<file path="src/rtl/i2c_timing_prescaler_search_top_macros.svh">
// assertion macros for the i2c timing prescaler search block
`ifndef I2C_TIMING_PRESCALER_SEARCH_TOP_MACROS_SVH
`define I2C_TIMING_PRESCALER_SEARCH_TOP_MACROS_SVH
`ifndef SYNTH
`define I2CPSC_ASSERT(lbl, clk, rst_n, prop, msg) \
    lbl: assert property (@(posedge clk) disable iff (!rst_n) prop) else $error(msg);
`define I2CPSC_ASSERT_NEXT(lbl, clk, rst_n, pre, post, msg) \
    lbl: assert property (@(posedge clk) disable iff (!rst_n) pre |=> post) else $error(msg);
`else
`define I2CPSC_ASSERT(lbl, clk, rst_n, prop, msg)
`define I2CPSC_ASSERT_NEXT(lbl, clk, rst_n, pre, post, msg)
`endif
`endif

</file>
<file path="src/rtl/i2cpsc_pkg.sv">
// shared types and constants for the i2c timing prescaler search
package i2cpsc_pkg;

    localparam int DIV_W   = 30;
    localparam int COUNT_W = 13;
    localparam int PSC_W   = 4;

    localparam logic [DIV_W-1:0] NS_PER_SEC = 30'd1000000000;

    localparam logic [1:0] MODE_STD  = 2'd0;
    localparam logic [1:0] MODE_FAST = 2'd1;

    // minimum times in ns
    localparam logic [COUNT_W-1:0] T_HIGH_STD  = 13'd4000;
    localparam logic [COUNT_W-1:0] T_LOW_STD   = 13'd4700;
    localparam logic [COUNT_W-1:0] T_HOLD_STD  = 13'd500;
    localparam logic [COUNT_W-1:0] T_SETUP_STD = 13'd1250;
    localparam logic [COUNT_W-1:0] T_HIGH_FST  = 13'd600;
    localparam logic [COUNT_W-1:0] T_LOW_FST   = 13'd1300;
    localparam logic [COUNT_W-1:0] T_HOLD_FST  = 13'd375;
    localparam logic [COUNT_W-1:0] T_SETUP_FST = 13'd500;

    localparam logic [COUNT_W-1:0] PERIOD_MAX = 13'd256;
    localparam logic [COUNT_W-1:0] HOLD_MAX   = 13'd15;
    localparam logic [COUNT_W-1:0] SETUP_MAX  = 13'd16;

    typedef enum logic [1:0] {
        ST_OK       = 2'd0,
        ST_BAD_MODE = 2'd1,
        ST_NO_FIT   = 2'd2
    } t_status;

    typedef enum logic [2:0] {
        OP_T,
        OP_NS,
        OP_H,
        OP_L,
        OP_HD,
        OP_SU
    } t_div_op;

    typedef struct packed {
        logic    div_start;
        t_div_op op;
        logic    p_inc;
        logic    out_wr;
        t_status code;
    } t_cmd;

    typedef struct packed {
        logic div_done;
        logic q_zero;
        logic fit;
        logic p_last;
        logic out_full;
        logic mode_bad;
    } t_stat;

endpackage

</file>
<file path="src/rtl/i2cpsc_div.sv">
// iterative restoring divider, one quotient bit per cycle
module i2cpsc_div #(
    parameter int W = 30
) (
    input  logic         i_clk,
    input  logic         i_rst_n,
    input  logic         i_start,
    input  logic [W-1:0] i_dividend,
    input  logic [W-1:0] i_divisor,
    output logic         o_done,
    output logic [W-1:0] o_quotient
);
    localparam int CNT_W = (W > 1) ? $clog2(W) : 1;

    logic [W-1:0]     r_rem;
    logic [W-1:0]     r_quo;
    logic [W-1:0]     r_dvs;
    logic [CNT_W-1:0] r_cnt;
    logic             r_busy;
    logic             r_done;

    logic [W:0] n_shift;
    logic [W:0] n_diff;

    assign n_shift = {r_rem, r_quo[W-1]};
    assign n_diff  = n_shift - {1'b0, r_dvs};

    always_ff @(posedge i_clk) begin
        if (!i_rst_n) begin
            r_busy <= 1'b0;
            r_done <= 1'b0;
            r_cnt  <= '0;
        end else begin
            r_done <= 1'b0;
            if (i_start) begin
                r_busy <= 1'b1;
                r_cnt  <= CNT_W'(W - 1);
            end else if (r_busy) begin
                r_cnt <= r_cnt - 1'b1;
                if (r_cnt == '0) begin
                    r_busy <= 1'b0;
                    r_done <= 1'b1;
                end
            end
        end
    end

    always_ff @(posedge i_clk) begin
        if (i_start) begin
            r_rem <= '0;
            r_quo <= i_dividend;
            r_dvs <= i_divisor;
        end else if (r_busy) begin
            if (!n_diff[W]) begin
                r_rem <= n_diff[W-1:0];
                r_quo <= {r_quo[W-2:0], 1'b1};
            end else begin
                r_rem <= n_shift[W-1:0];
                r_quo <= {r_quo[W-2:0], 1'b0};
            end
        end
    end

    assign o_done     = r_done;
    assign o_quotient = r_quo;
endmodule

</file>
<file path="src/rtl/i2cpsc_datapath.sv">
// operand registers, shared divider, fit check and result register
module i2cpsc_datapath #(
    parameter int MAX_PRESCALER = 16
) (
    input  logic                       i_clk,
    input  logic                       i_rst_n,
    input  logic                       i_load,
    input  logic [i2cpsc_pkg::DIV_W-1:0] i_clock_hz,
    input  logic                       i_cfg_wr,
    input  logic [1:0]                 i_speed_mode,
    input  i2cpsc_pkg::t_cmd           i_cmd,
    output i2cpsc_pkg::t_stat          o_stat,
    input  logic                       i_out_ready,
    output logic                       o_out_valid,
    output logic [1:0]                 o_status,
    output logic [3:0]                 o_prescaler_code,
    output logic [3:0]                 o_setup_delay_code,
    output logic [3:0]                 o_hold_delay_code,
    output logic [7:0]                 o_high_period_code,
    output logic [7:0]                 o_low_period_code,
    output logic [31:0]                o_timing_word
);
    import i2cpsc_pkg::*;

    logic [1:0]         r_speed_mode;
    logic [DIV_W-1:0]   r_clk;
    logic [PSC_W-1:0]   r_p;
    logic [DIV_W-1:0]   r_t;
    logic [DIV_W-1:0]   r_ns;
    logic [COUNT_W-1:0] r_h;
    logic [COUNT_W-1:0] r_l;
    logic [COUNT_W-1:0] r_hd;
    logic [COUNT_W-1:0] r_su;

    logic               r_out_valid;
    t_status            r_status;
    logic [3:0]         r_psc_code;
    logic [3:0]         r_su_code;
    logic [3:0]         r_hd_code;
    logic [7:0]         r_h_code;
    logic [7:0]         r_l_code;

    logic [DIV_W-1:0]   n_dividend;
    logic [DIV_W-1:0]   n_divisor;
    logic               div_done;
    logic [DIV_W-1:0]   div_q;
    logic               fast;
    logic [COUNT_W-1:0] c_high;
    logic [COUNT_W-1:0] c_low;
    logic [COUNT_W-1:0] c_hold;
    logic [COUNT_W-1:0] c_setup;

    assign fast    = (r_speed_mode == MODE_FAST);
    assign c_high  = fast ? T_HIGH_FST  : T_HIGH_STD;
    assign c_low   = fast ? T_LOW_FST   : T_LOW_STD;
    assign c_hold  = fast ? T_HOLD_FST  : T_HOLD_STD;
    assign c_setup = fast ? T_SETUP_FST : T_SETUP_STD;

    always_comb begin
        unique case (i_cmd.op)
            OP_T: begin
                n_dividend = r_clk;
                n_divisor  = DIV_W'(r_p);
            end
            OP_NS: begin
                n_dividend = NS_PER_SEC;
                n_divisor  = r_t;
            end
            OP_H: begin
                n_dividend = DIV_W'(c_high);
                n_divisor  = r_ns;
            end
            OP_L: begin
                n_dividend = DIV_W'(c_low);
                n_divisor  = r_ns;
            end
            OP_HD: begin
                n_dividend = DIV_W'(c_hold);
                n_divisor  = r_ns;
            end
            OP_SU: begin
                n_dividend = DIV_W'(c_setup);
                n_divisor  = r_ns;
            end
            default: begin
                n_dividend = r_clk;
                n_divisor  = DIV_W'(r_p);
            end
        endcase
    end

    i2cpsc_div #(
        .W (DIV_W)
    ) u_div (
        .i_clk      (i_clk),
        .i_rst_n    (i_rst_n),
        .i_start    (i_cmd.div_start),
        .i_dividend (n_dividend),
        .i_divisor  (n_divisor),
        .o_done     (div_done),
        .o_quotient (div_q)
    );

    always_ff @(posedge i_clk) begin
        if (!i_rst_n) begin
            r_speed_mode <= MODE_STD;
        end else if (i_cfg_wr) begin
            r_speed_mode <= i_speed_mode;
        end
    end

    always_ff @(posedge i_clk) begin
        if (i_load) begin
            r_clk <= i_clock_hz;
            r_p   <= PSC_W'(1);
        end else if (i_cmd.p_inc) begin
            r_p <= r_p + 1'b1;
        end
        // quotients above the count range only need to stay above it
        if (div_done) begin
            unique case (i_cmd.op)
                OP_T:    r_t  <= div_q;
                OP_NS:   r_ns <= div_q;
                OP_H:    r_h  <= (div_q > DIV_W'(T_LOW_STD)) ? T_LOW_STD : div_q[COUNT_W-1:0];
                OP_L:    r_l  <= (div_q > DIV_W'(T_LOW_STD)) ? T_LOW_STD : div_q[COUNT_W-1:0];
                OP_HD:   r_hd <= (div_q > DIV_W'(T_LOW_STD)) ? T_LOW_STD : div_q[COUNT_W-1:0];
                OP_SU:   r_su <= (div_q > DIV_W'(T_LOW_STD)) ? T_LOW_STD : div_q[COUNT_W-1:0];
                default: r_t  <= div_q;
            endcase
        end
    end

    always_ff @(posedge i_clk) begin
        if (!i_rst_n) begin
            r_out_valid <= 1'b0;
        end else if (i_cmd.out_wr) begin
            r_out_valid <= 1'b1;
        end else if (i_out_ready) begin
            r_out_valid <= 1'b0;
        end
    end

    always_ff @(posedge i_clk) begin
        if (i_cmd.out_wr) begin
            r_status <= i_cmd.code;
            if (i_cmd.code == ST_OK) begin
                r_psc_code <= r_p - 1'b1;
                r_su_code  <= 4'(r_su - 1'b1);
                r_hd_code  <= r_hd[3:0];
                r_h_code   <= 8'(r_h - 1'b1);
                r_l_code   <= 8'(r_l - 1'b1);
            end else begin
                r_psc_code <= '0;
                r_su_code  <= '0;
                r_hd_code  <= '0;
                r_h_code   <= '0;
                r_l_code   <= '0;
            end
        end
    end

    assign o_stat.div_done = div_done;
    assign o_stat.q_zero   = (div_q == '0);
    assign o_stat.fit      = (r_h != '0) && (r_h <= PERIOD_MAX)
                          && (r_l != '0) && (r_l <= PERIOD_MAX)
                          && (r_hd <= HOLD_MAX)
                          && (r_su != '0) && (r_su <= SETUP_MAX);
    assign o_stat.p_last   = (r_p == PSC_W'(MAX_PRESCALER - 1));
    assign o_stat.out_full = r_out_valid;
    assign o_stat.mode_bad = (r_speed_mode != MODE_STD) && (r_speed_mode != MODE_FAST);

    assign o_out_valid        = r_out_valid;
    assign o_status           = r_status;
    assign o_prescaler_code   = r_psc_code;
    assign o_setup_delay_code = r_su_code;
    assign o_hold_delay_code  = r_hd_code;
    assign o_high_period_code = r_h_code;
    assign o_low_period_code  = r_l_code;
    assign o_timing_word      = {r_psc_code, 4'd0, r_su_code, r_hd_code, r_h_code, r_l_code};
endmodule

</file>
<file path="src/rtl/i2cpsc_ctrl.sv">
// sequencer for the prescaler trials and division order
module i2cpsc_ctrl (
    input  logic              i_clk,
    input  logic              i_rst_n,
    input  logic              i_accept,
    input  i2cpsc_pkg::t_stat i_stat,
    output i2cpsc_pkg::t_cmd  o_cmd,
    output logic              o_in_ready
);
    import i2cpsc_pkg::*;

    typedef enum logic [2:0] {
        S_IDLE,
        S_WAIT,
        S_NEXT,
        S_EVAL,
        S_FINISH
    } t_state;

    t_state r_state;
    t_cmd   r_cmd;
    logic   r_in_ready;

    function automatic t_div_op next_op(input t_div_op op);
        unique case (op)
            OP_T:    next_op = OP_NS;
            OP_NS:   next_op = OP_H;
            OP_H:    next_op = OP_L;
            OP_L:    next_op = OP_HD;
            OP_HD:   next_op = OP_SU;
            default: next_op = OP_SU;
        endcase
    endfunction

    always_ff @(posedge i_clk) begin
        if (!i_rst_n) begin
            r_state    <= S_IDLE;
            r_in_ready <= 1'b1;
            r_cmd      <= '{div_start: 1'b0, op: OP_T, p_inc: 1'b0, out_wr: 1'b0, code: ST_OK};
        end else begin
            r_cmd.div_start <= 1'b0;
            r_cmd.p_inc     <= 1'b0;
            r_cmd.out_wr    <= 1'b0;
            unique case (r_state)
                S_IDLE: begin
                    if (i_accept) begin
                        r_in_ready <= 1'b0;
                        if (i_stat.mode_bad) begin
                            r_cmd.code <= ST_BAD_MODE;
                            r_state    <= S_FINISH;
                        end else begin
                            r_cmd.op        <= OP_T;
                            r_cmd.div_start <= 1'b1;
                            r_state         <= S_WAIT;
                        end
                    end
                end
                S_WAIT: begin
                    if (i_stat.div_done) begin
                        // zero clock or zero period rejects this prescaler
                        priority if ((r_cmd.op == OP_T || r_cmd.op == OP_NS) && i_stat.q_zero) begin
                            if (i_stat.p_last) begin
                                r_cmd.code <= ST_NO_FIT;
                                r_state    <= S_FINISH;
                            end else begin
                                r_cmd.p_inc <= 1'b1;
                                r_state     <= S_NEXT;
                            end
                        end else if (r_cmd.op == OP_SU) begin
                            r_state <= S_EVAL;
                        end else begin
                            r_cmd.op        <= next_op(r_cmd.op);
                            r_cmd.div_start <= 1'b1;
                        end
                    end
                end
                S_NEXT: begin
                    r_cmd.op        <= OP_T;
                    r_cmd.div_start <= 1'b1;
                    r_state         <= S_WAIT;
                end
                S_EVAL: begin
                    priority if (i_stat.fit) begin
                        r_cmd.code <= ST_OK;
                        r_state    <= S_FINISH;
                    end else if (i_stat.p_last) begin
                        r_cmd.code <= ST_NO_FIT;
                        r_state    <= S_FINISH;
                    end else begin
                        r_cmd.p_inc <= 1'b1;
                        r_state     <= S_NEXT;
                    end
                end
                S_FINISH: begin
                    if (!i_stat.out_full) begin
                        r_cmd.out_wr <= 1'b1;
                        r_in_ready   <= 1'b1;
                        r_state      <= S_IDLE;
                    end
                end
                default: r_state <= S_IDLE;
            endcase
        end
    end

    assign o_cmd      = r_cmd;
    assign o_in_ready = r_in_ready;
endmodule

</file>
<file path="src/rtl/i2c_timing_prescaler_search_top.sv">
// top level: i2c scl timing search over prescalers with a shared divider
// each prescaler trial runs up to six divisions on the shared divider, and
//   up to 15 trials are made, one per prescaler value from 1 to 15
// an invalid speed mode skips the divisions and returns ST_BAD_MODE
// one transaction at a time; the divider yields one quotient bit per cycle
// synchronous active-low reset clears control state and sets speed mode to 0
`include "i2c_timing_prescaler_search_top_macros.svh"
module i2c_timing_prescaler_search_top #(
    parameter int MAX_PRESCALER = 16
) (
    input  logic        i_clk,
    input  logic        i_rst_n,
    input  logic        i_in_valid,
    output logic        o_in_ready,
    input  logic [29:0] i_clock_hz,
    output logic        o_out_valid,
    input  logic        i_out_ready,
    output logic [1:0]  o_status,
    output logic [3:0]  o_prescaler_code,
    output logic [3:0]  o_setup_delay_code,
    output logic [3:0]  o_hold_delay_code,
    output logic [7:0]  o_high_period_code,
    output logic [7:0]  o_low_period_code,
    output logic [31:0] o_timing_word,
    input  logic        i_cfg_valid,
    output logic        o_cfg_ready,
    input  logic [1:0]  i_speed_mode
);
    import i2cpsc_pkg::*;

    t_cmd  cmd;
    t_stat stat;
    logic  accept;

    assign accept      = i_in_valid && o_in_ready;
    assign o_cfg_ready = 1'b1;

    i2cpsc_ctrl u_ctrl (
        .i_clk      (i_clk),
        .i_rst_n    (i_rst_n),
        .i_accept   (accept),
        .i_stat     (stat),
        .o_cmd      (cmd),
        .o_in_ready (o_in_ready)
    );

    i2cpsc_datapath #(
        .MAX_PRESCALER (MAX_PRESCALER)
    ) u_dp (
        .i_clk              (i_clk),
        .i_rst_n            (i_rst_n),
        .i_load             (accept),
        .i_clock_hz         (i_clock_hz),
        .i_cfg_wr           (i_cfg_valid && o_cfg_ready),
        .i_speed_mode       (i_speed_mode),
        .i_cmd              (cmd),
        .o_stat             (stat),
        .i_out_ready        (i_out_ready),
        .o_out_valid        (o_out_valid),
        .o_status           (o_status),
        .o_prescaler_code   (o_prescaler_code),
        .o_setup_delay_code (o_setup_delay_code),
        .o_hold_delay_code  (o_hold_delay_code),
        .o_high_period_code (o_high_period_code),
        .o_low_period_code  (o_low_period_code),
        .o_timing_word      (o_timing_word)
    );

    `I2CPSC_ASSERT(a_err_word_zero, i_clk, i_rst_n, (o_out_valid && (o_status != ST_OK)) |-> (o_timing_word == 32'd0), "error result carries nonzero timing word")
    `I2CPSC_ASSERT_NEXT(a_busy_after_accept, i_clk, i_rst_n, accept, !o_in_ready, "input ready while a transaction is in flight")
    `I2CPSC_ASSERT(a_psc_in_range, i_clk, i_rst_n, (o_out_valid && (o_status == ST_OK)) |-> (o_prescaler_code <= 4'(MAX_PRESCALER - 2)), "prescaler code beyond search range")
endmodule
</file>
<file path="config.mk">
export PLATFORM = sky130hd
export DESIGN_NAME = i2c_timing_prescaler_search_top
export DESIGN_NICKNAME = d
export VERILOG_FILES = /design/src/rtl/i2cpsc_pkg.sv /design/src/rtl/i2cpsc_div.sv /design/src/rtl/i2cpsc_datapath.sv /design/src/rtl/i2cpsc_ctrl.sv /design/src/rtl/i2c_timing_prescaler_search_top.sv
export VERILOG_INCLUDE_DIRS = /design/src /design/src/rtl
export SDC_FILE = /design/constraint.sdc
export NUM_CORES = 1
export LEC_CHECK = 0
export BUFFER_PORTS_ARGS = -buffer_cell sky130_fd_sc_hd__clkbuf_2
export CORE_MARGIN = 8
export CORE_UTILIZATION = 45
export DETAILED_ROUTE_END_ITERATION = 8
export GPL_ROUTABILITY_DRIVEN = 0
export PLACE_DENSITY_LB_ADDON = 0.05
export SLEW_MARGIN = 20
export SYNTH_ARGS = -nofsm -noshare
export SYNTH_HDL_FRONTEND = slang
export SYNTH_HIERARCHICAL = 1
export SYNTH_SLANG_ARGS = --single-unit
</file>
<file path="constraint.sdc">
create_clock -name i_clk -period 11.78 [get_ports i_clk]
set_clock_uncertainty 0.15 [all_clocks]
set_input_delay 0 -clock i_clk [delete_from_list [all_inputs] [get_ports i_clk]]
set_output_delay 0 -clock i_clk [all_outputs]
set_load 0.01 [all_outputs]
</file>
* Word level (Yosys, flattened, before mapping)
Index checks and enable logic that the tools add are counted.
** Word-level totals
- Register bits after elaboration :: 288
- Output and inout port bits :: 65
- Word-level logic and storage cells :: 155
** Operators by class
- Eq/ne operators :: 21
- Reduce and logical (&&, ||, !) cells :: 39
- $lt $le $gt $ge :: 5
- Bitwise logic cells :: 3
- Mux-type cells :: 50
- Add/sub/neg operators :: 7
** Operators by type and width (number)
- $pmux W30 S5 :: 1
- $mux W30 :: 3
- $pmux W30 S2 :: 1
- $reduce_bool A13 Y1 :: 3
- $sub A31 B30 Y31 :: 1
- $gt A30 B13 Y1 const B :: 1
- $logic_not A30 Y1 :: 1
- $le A13 B9 Y1 const B :: 2
- $mux W13 :: 2
- $mux W3 :: 8
- $mux W4 :: 4
- $sub A8 B1 Y8 const B :: 2
- $mux W5 :: 3
- $pmux W3 S5 :: 1
- $reduce_and A2 Y1 :: 7
- $le A13 B4 Y1 const B :: 1
- $le A13 B5 Y1 const B :: 1
- $mux W1 :: 13
- $eq A3 B2 Y1 const B :: 4
- $mux W12 :: 1
- $mux W2 :: 6
- $ne A2 B2 Y1 const B :: 6
- $pmux W3 S4 :: 1
- $pmux W4 S3 :: 1
- other kinds (29) :: 51

* Depth between registers and ports, before layout
- Word-level depth :: 9
- Mapped depth :: 12

* Hierarchy
Netlist, hierarchy kept.
** Modules (own cells, without submodules)
- i2cpsc_datapath :: cells an instance 517, area each 7390.8 um^2, instances 1
- i2cpsc_div :: cells an instance 587, area each 5741.8 um^2, instances 1
- i2cpsc_ctrl :: cells an instance 79, area each 674.4 um^2, instances 1
- i2c_timing_prescaler_search_top :: cells an instance 3, area each 17.5 um^2, instances 1

* Worst setup path after synthesis
OpenSTA, ideal clock, no wires.
- Path kind :: reg-to-reg
- From :: register u_ctrl.r_cmd, in the netlist u_ctrl/o_cmd[5]
- To :: register u_dp.r_t[0], enable pin
- Stages on the path, launching flop included :: 5
- Setup slack :: 7807 ps
- Arrival time :: 3362 ps
- Path buffers :: 1
- Library setup time :: 461 ps
- Period minus slack after synthesis :: 3973 ps
- Path through :: dfxtp_1 > buf_2 > inv_1 > ha_1 > nor3b_1
** On the way
- Longest elaborated chain between the ends :: 4
- Elaborated cells on any way between the ends :: 8
** RTL lines
- start, declared :: RTL line i2cpsc_ctrl.sv:21 : t_cmd r_cmd;
- start signal, assigned :: RTL line i2cpsc_ctrl.sv:39 : r_cmd <= '{div_start: 1'b0, op: OP_T, p_inc: 1'b0, out_wr: 1'b0, code: ST_OK};
- $eq A3 B2 Y1 (tied with other cells) :: RTL line i2cpsc_datapath.sv:121 : unique case (i_cmd.op)
- $reduce_or A5 Y1 (no line) (*)
- $not A1 Y1 (no line) (*)
- $reduce_and A2 Y1 (no line) (*)
- end signal, assigned :: RTL line i2cpsc_datapath.sv:122 : OP_T: r_t <= div_q;
- end signal, assigned :: RTL line i2cpsc_datapath.sv:128 : default: r_t <= div_q;
- end, declared :: RTL line i2cpsc_datapath.sv:28 : logic [DIV_W-1:0] r_t;
Every way passes the cells marked *; elsewhere a longest branch is shown, timed or not.
A chain may end at the register's enable or synchronous reset.

* Final worst setup path
- From :: register u_dp.u_div.r_quo[29], in the netlist u_dp/u_div/o_quotient[29]
- To :: register u_dp.u_div.r_rem[28]
** On the way
- Longest elaborated chain between the ends :: 2
** RTL lines
- start, declared :: RTL line i2cpsc_div.sv:16 : logic [W-1:0] r_quo;
- start signal, assigned :: RTL line i2cpsc_div.sv:51 : r_quo <= i_dividend;
- start signal, assigned :: RTL line i2cpsc_div.sv:56 : r_quo <= {r_quo[W-2:0], 1'b1};
- start signal, assigned :: RTL line i2cpsc_div.sv:59 : r_quo <= {r_quo[W-2:0], 1'b0};
- $sub A31 B30 Y31 :: RTL line i2cpsc_div.sv:26 : assign n_diff = n_shift - {1'b0, r_dvs};
- $mux W30 :: RTL line i2cpsc_div.sv:54 : if (!n_diff[W]) begin
- end signal, assigned :: RTL line i2cpsc_div.sv:55 : r_rem <= n_diff[W-1:0];
- end signal, assigned :: RTL line i2cpsc_div.sv:58 : r_rem <= n_shift[W-1:0];
- end, declared :: RTL line i2cpsc_div.sv:15 : logic [W-1:0] r_rem;
No other way between the ends.

==> run_results.csv <==
group,metric,value,unit
pwr,p_seq_share,40.9,%
placed_design,dpl_cell_area,0.0144,mm^2
synthesis,synth-simple-area-share,14.2,%
synthesis,yosysTopAreaCell,"edfxtp_1",
synthesis,syn_avg_cell_area,11.7,um^2
flow_run,cap_violations,0,
global_routing,grt_antenna_before_repair,1,
timing,fmax,270,MHz
timing,maxSlewHeadroom,38.9,%
min_path,hp-class,"in2reg",
worst_setup_path,worstSetupEndpointType,"register",
synthesis,ys_ff_latch,288,
worst_setup_path,crit_start,"u_dp/u_div/o_quotient[29]$_DFFE_PP_",
cells_and_area,syn2layout_area_growth,17.7,%
worst_setup_path,worst-path-buf-inv,2,
pwr,combPwrFrac,28.2,%
routing,via_count,9280,
pwr,intPower,2.33,mW
pwr,fin_total_pwr,3.42,mW
die,rows,64,
timing,timing.final.crit_share,31.4,%
clocking,h-tree-depth,1,
pwr,irDropWorstVdd,0.138,mV
clocking,cts_tree,"done",
timing,drv_slew,0,
clocking,cts_made_buffers,31,
worst_setup_path,critPathTopFamily,"compound AO/OA/AOI/OAI gates",
run_status,status,"finished clean",
worst_setup_path,critical_path_arrival,4030,ps
routing,ant_nets,0,
synthesis,synth.distinct_cells,88,
worst_setup_path,cp_slowest_cell,"a211oi_1",
synthesis,ys_warn_count,6,
worst_setup_path,crit_fanout,37,
cells_and_area,n_antenna_cell,0,
global_routing,grt_pass1_wl,50.1,mm
timing,whs,222,ps
synthesis,synth_top_area_share,50.4,%
synthesis,synth.mux.area_fraction,2.95,%
cells_and_area,fillers,2640,
clocking,cts_sinks,288,
pwr,p_per_area,210,mW/mm^2
die,core_area,0.0304,mm^2
clocking,cts.clk_slew.worst_paths,60,ps
die,ios,102,
clocking,clk_latency,570,ps
timing,timing.final.ws_setup,8080,ps
die,die_w,191,um
clocking,post_cts_resized,0,
synthesis,yosys-top-cells-area,"edfxtp_1 50%, dfxtp_1 8.1%, ha_1 3.6%, nor2_1 2.9%, nand2_1 2.8%",
pwr,p_sw_share,31.9,%
global_routing,grt_pass1_vias,9210,
synthesis,async_flop_share,0,%
worst_setup_path,path_class,"reg2reg",
routing,wl,30.9,mm
synthesis,synthFlopType,"edfxtp_1",
cells_and_area,num-nets-final,1392,
clocking,root_buffer,"clkbuf_16",
placed_design,numPortBuffers,96,
routing,drt_pass1_iterations,5,
pwr,p_leak,6.07,nW
global_routing,grt_usage,16.8,%
routing,avgViaCountPerCell,5.35,
global_routing,grt_overflow,0,
synthesis,synth_top_family_by_area,"simple AND/OR/NAND/NOR gates",
routing,drt-wirelength-per-cell,17.8,um
timing,setup_viol_count_final,0,
pwr,power.switching,1.09,mW
synthesis,ys_seq_area_share,58.5,%
worst_setup_path,critPathLaunchType,"register",
placed_design,dpl_worst_slack,8100,ps
cells_and_area,final_area,0.0163,mm^2
global_routing,grt_start_max_net_pins,69,
worst_setup_path,crit_required,12100,ps
routing,drt_iter0_drc,647,
routing,drc,0,
die,dieHeight,191,um
placed_design,hpwl,20.3,mm
cells_and_area,instances_no_fill,1734,
synthesis,synth_compound_area_share,12.3,%
worst_setup_path,timing.rr.start,"u_dp/u_div/o_quotient[29]$_DFFE_PP_",
cells_and_area,layout_commonest_cell,"edfxtp_1",
synthesis,synth-edff-count,232,
clocking,clockBufferDepth,3,
timing,grt_setup_unrepaired,"no",
synthesis,synth_adder_area_share,3.77,%
die,die-area,0.0366,mm^2
cells_and_area,fin_util,53.5,%
synthesis,synth_xor_area_share,3.03,%
timing,post-route-min-period,3700,ps
synthesis,synth_area,0.0138,mm^2
timing,hold_violations,0,
placed_design,dp_cells,1607,
worst_setup_path,crit_path_max_incr_delay,500,ps
min_path,hp-start,"i_rst_n",
synthesis,synthCells,1186,
timing,tightest_slew,917,ps
cells_and_area,final_cell_mix,"232 x edfxtp_1, 105 x nor2_1, 103 x nand2_1, 96 x clkbuf_2, 70 x dlygate4sd3_1",
timing,fin_setup_tns,0,ps
cells_and_area,layout-drive-gt1-share,16.3,%
pwr,p_clk_share,30.9,%
worst_setup_path,crit_chain,"inv_1 -> ha_1 -> fa_1 -> nand2b_1 -> a21oi_1 -> o21ai_1 -> a211oi_1 -> o31ai_4 -> xnor2_2 -> buf_4 -> or3b_1 -> a311oi_1",
worst_setup_path,r2r_setup_slack,8080,ps
die,initial_core_util,45.4,%
==> synth_stat cells (6+ instances only) <==
master    number
edfxtp_1     232
nor2_1       106
nand2_1      103
inv_1         58
dfxtp_1       56
a21oi_1       51
ha_1          40
buf_4         35
clkbuf_1      35
mux2_2        30
nand3_1       30
o21ai_0       30
xnor2_1       28
a22o_1        26
nor3_1        25
a21o_1        20
xor2_1        18
and3_1        17
nand2b_1      17
a311oi_1      16
and2_1        16
buf_2         15
nor4_1        14
nand4_1       11
nor2b_1        8
nor3b_1        8
o311ai_0       8
o31ai_1        8
or3_1          8
mux2i_1        7
o211ai_1       7
o21a_1         6
==> worst register-to-register path: stages (launching register included) <==
cell      delay [ps]
edfxtp_1         410
inv_1             90
ha_1             230
fa_1             390
nand2b_1         190
a21oi_1          190
o21ai_1          200
a211oi_1         500
o31ai_4          180
xnor2_2          150
buf_4            260
or3b_1           410
a311oi_1         270
==> layer usage <==
layer	GRT usage, %	vias to the layer above	part of all wire, %
li1	-	4592	-
met1	24.0	4448	49
met2	26.2	197	44
met3	2.70	43	4.9
met4	4.29	0	2.2
met5	0	-	0
==> registers in the layout, indices dropped and copies added (netlist names), 13 cells and up <==
register and flops:
u_dp/u_div/r_rem 30, u_dp/r_l 13, u_dp/r_hd 13, u_dp/u_div/r_dvs 30, u_dp/r_t 30, u_dp/r_su 13
u_dp/r_h 13, u_dp/r_ns 30, u_dp/u_div/o_quotient 30, u_dp/r_clk 30
==> final timing paths <==
check / end / depth (start not counted)
worst max-delay path: u_dp/u_div/r_rem[28]$_SDFFE_PP0P_ / 12
worst min-delay path: u_ctrl/o_in_ready$_SDFFE_PN1P_ / 3
worst max register to register: u_dp/u_div/r_rem[28]$_SDFFE_PP0P_ / 12
worst min register to register: u_dp/o_status[1]$_DFFE_PP_ / 0
==> area by class of cell <==
class | instances | area [um^2] | area share [%]
repair buffers | 181 | 1290 | 7.95
well taps | 396 | 495 | 3.04
multi-input cells | 752 | 5050 | 31.0
clock buffers | 35 | 791 | 4.86
flip-flops and latches | 288 | 8090 | 49.7
clock inverters | 22 | 327 | 2.01
inverters | 60 | 225 | 1.38
==> power by group through the flow <==
stage	combinational (mW)	clock, mW	sequential, mW
detailed placement	0.943	0	1.42
global placement	0.940	0	1.41
floorplan	0.746	0	1.37
finish	0.965	1.06	1.40
CTS	0.966	1.08	1.40
global route	1.08	1.12	1.42
==> cells by family after synthesis <==
logic type / count (synthesis)
compound gates: 229
other cells: 2
mux: 37
xor+xnor: 47
flops: 288
buf+inv: 149
simple gates: 393
fa+ha+maj: 41
==> what timing repair did <==
action                                 4_1_cts  5_1_grt
setup buffers                                0        0
endpoints found under the hold margin       85        0
hold buffers                                70        0
Power figures use the tool's default switching activity.
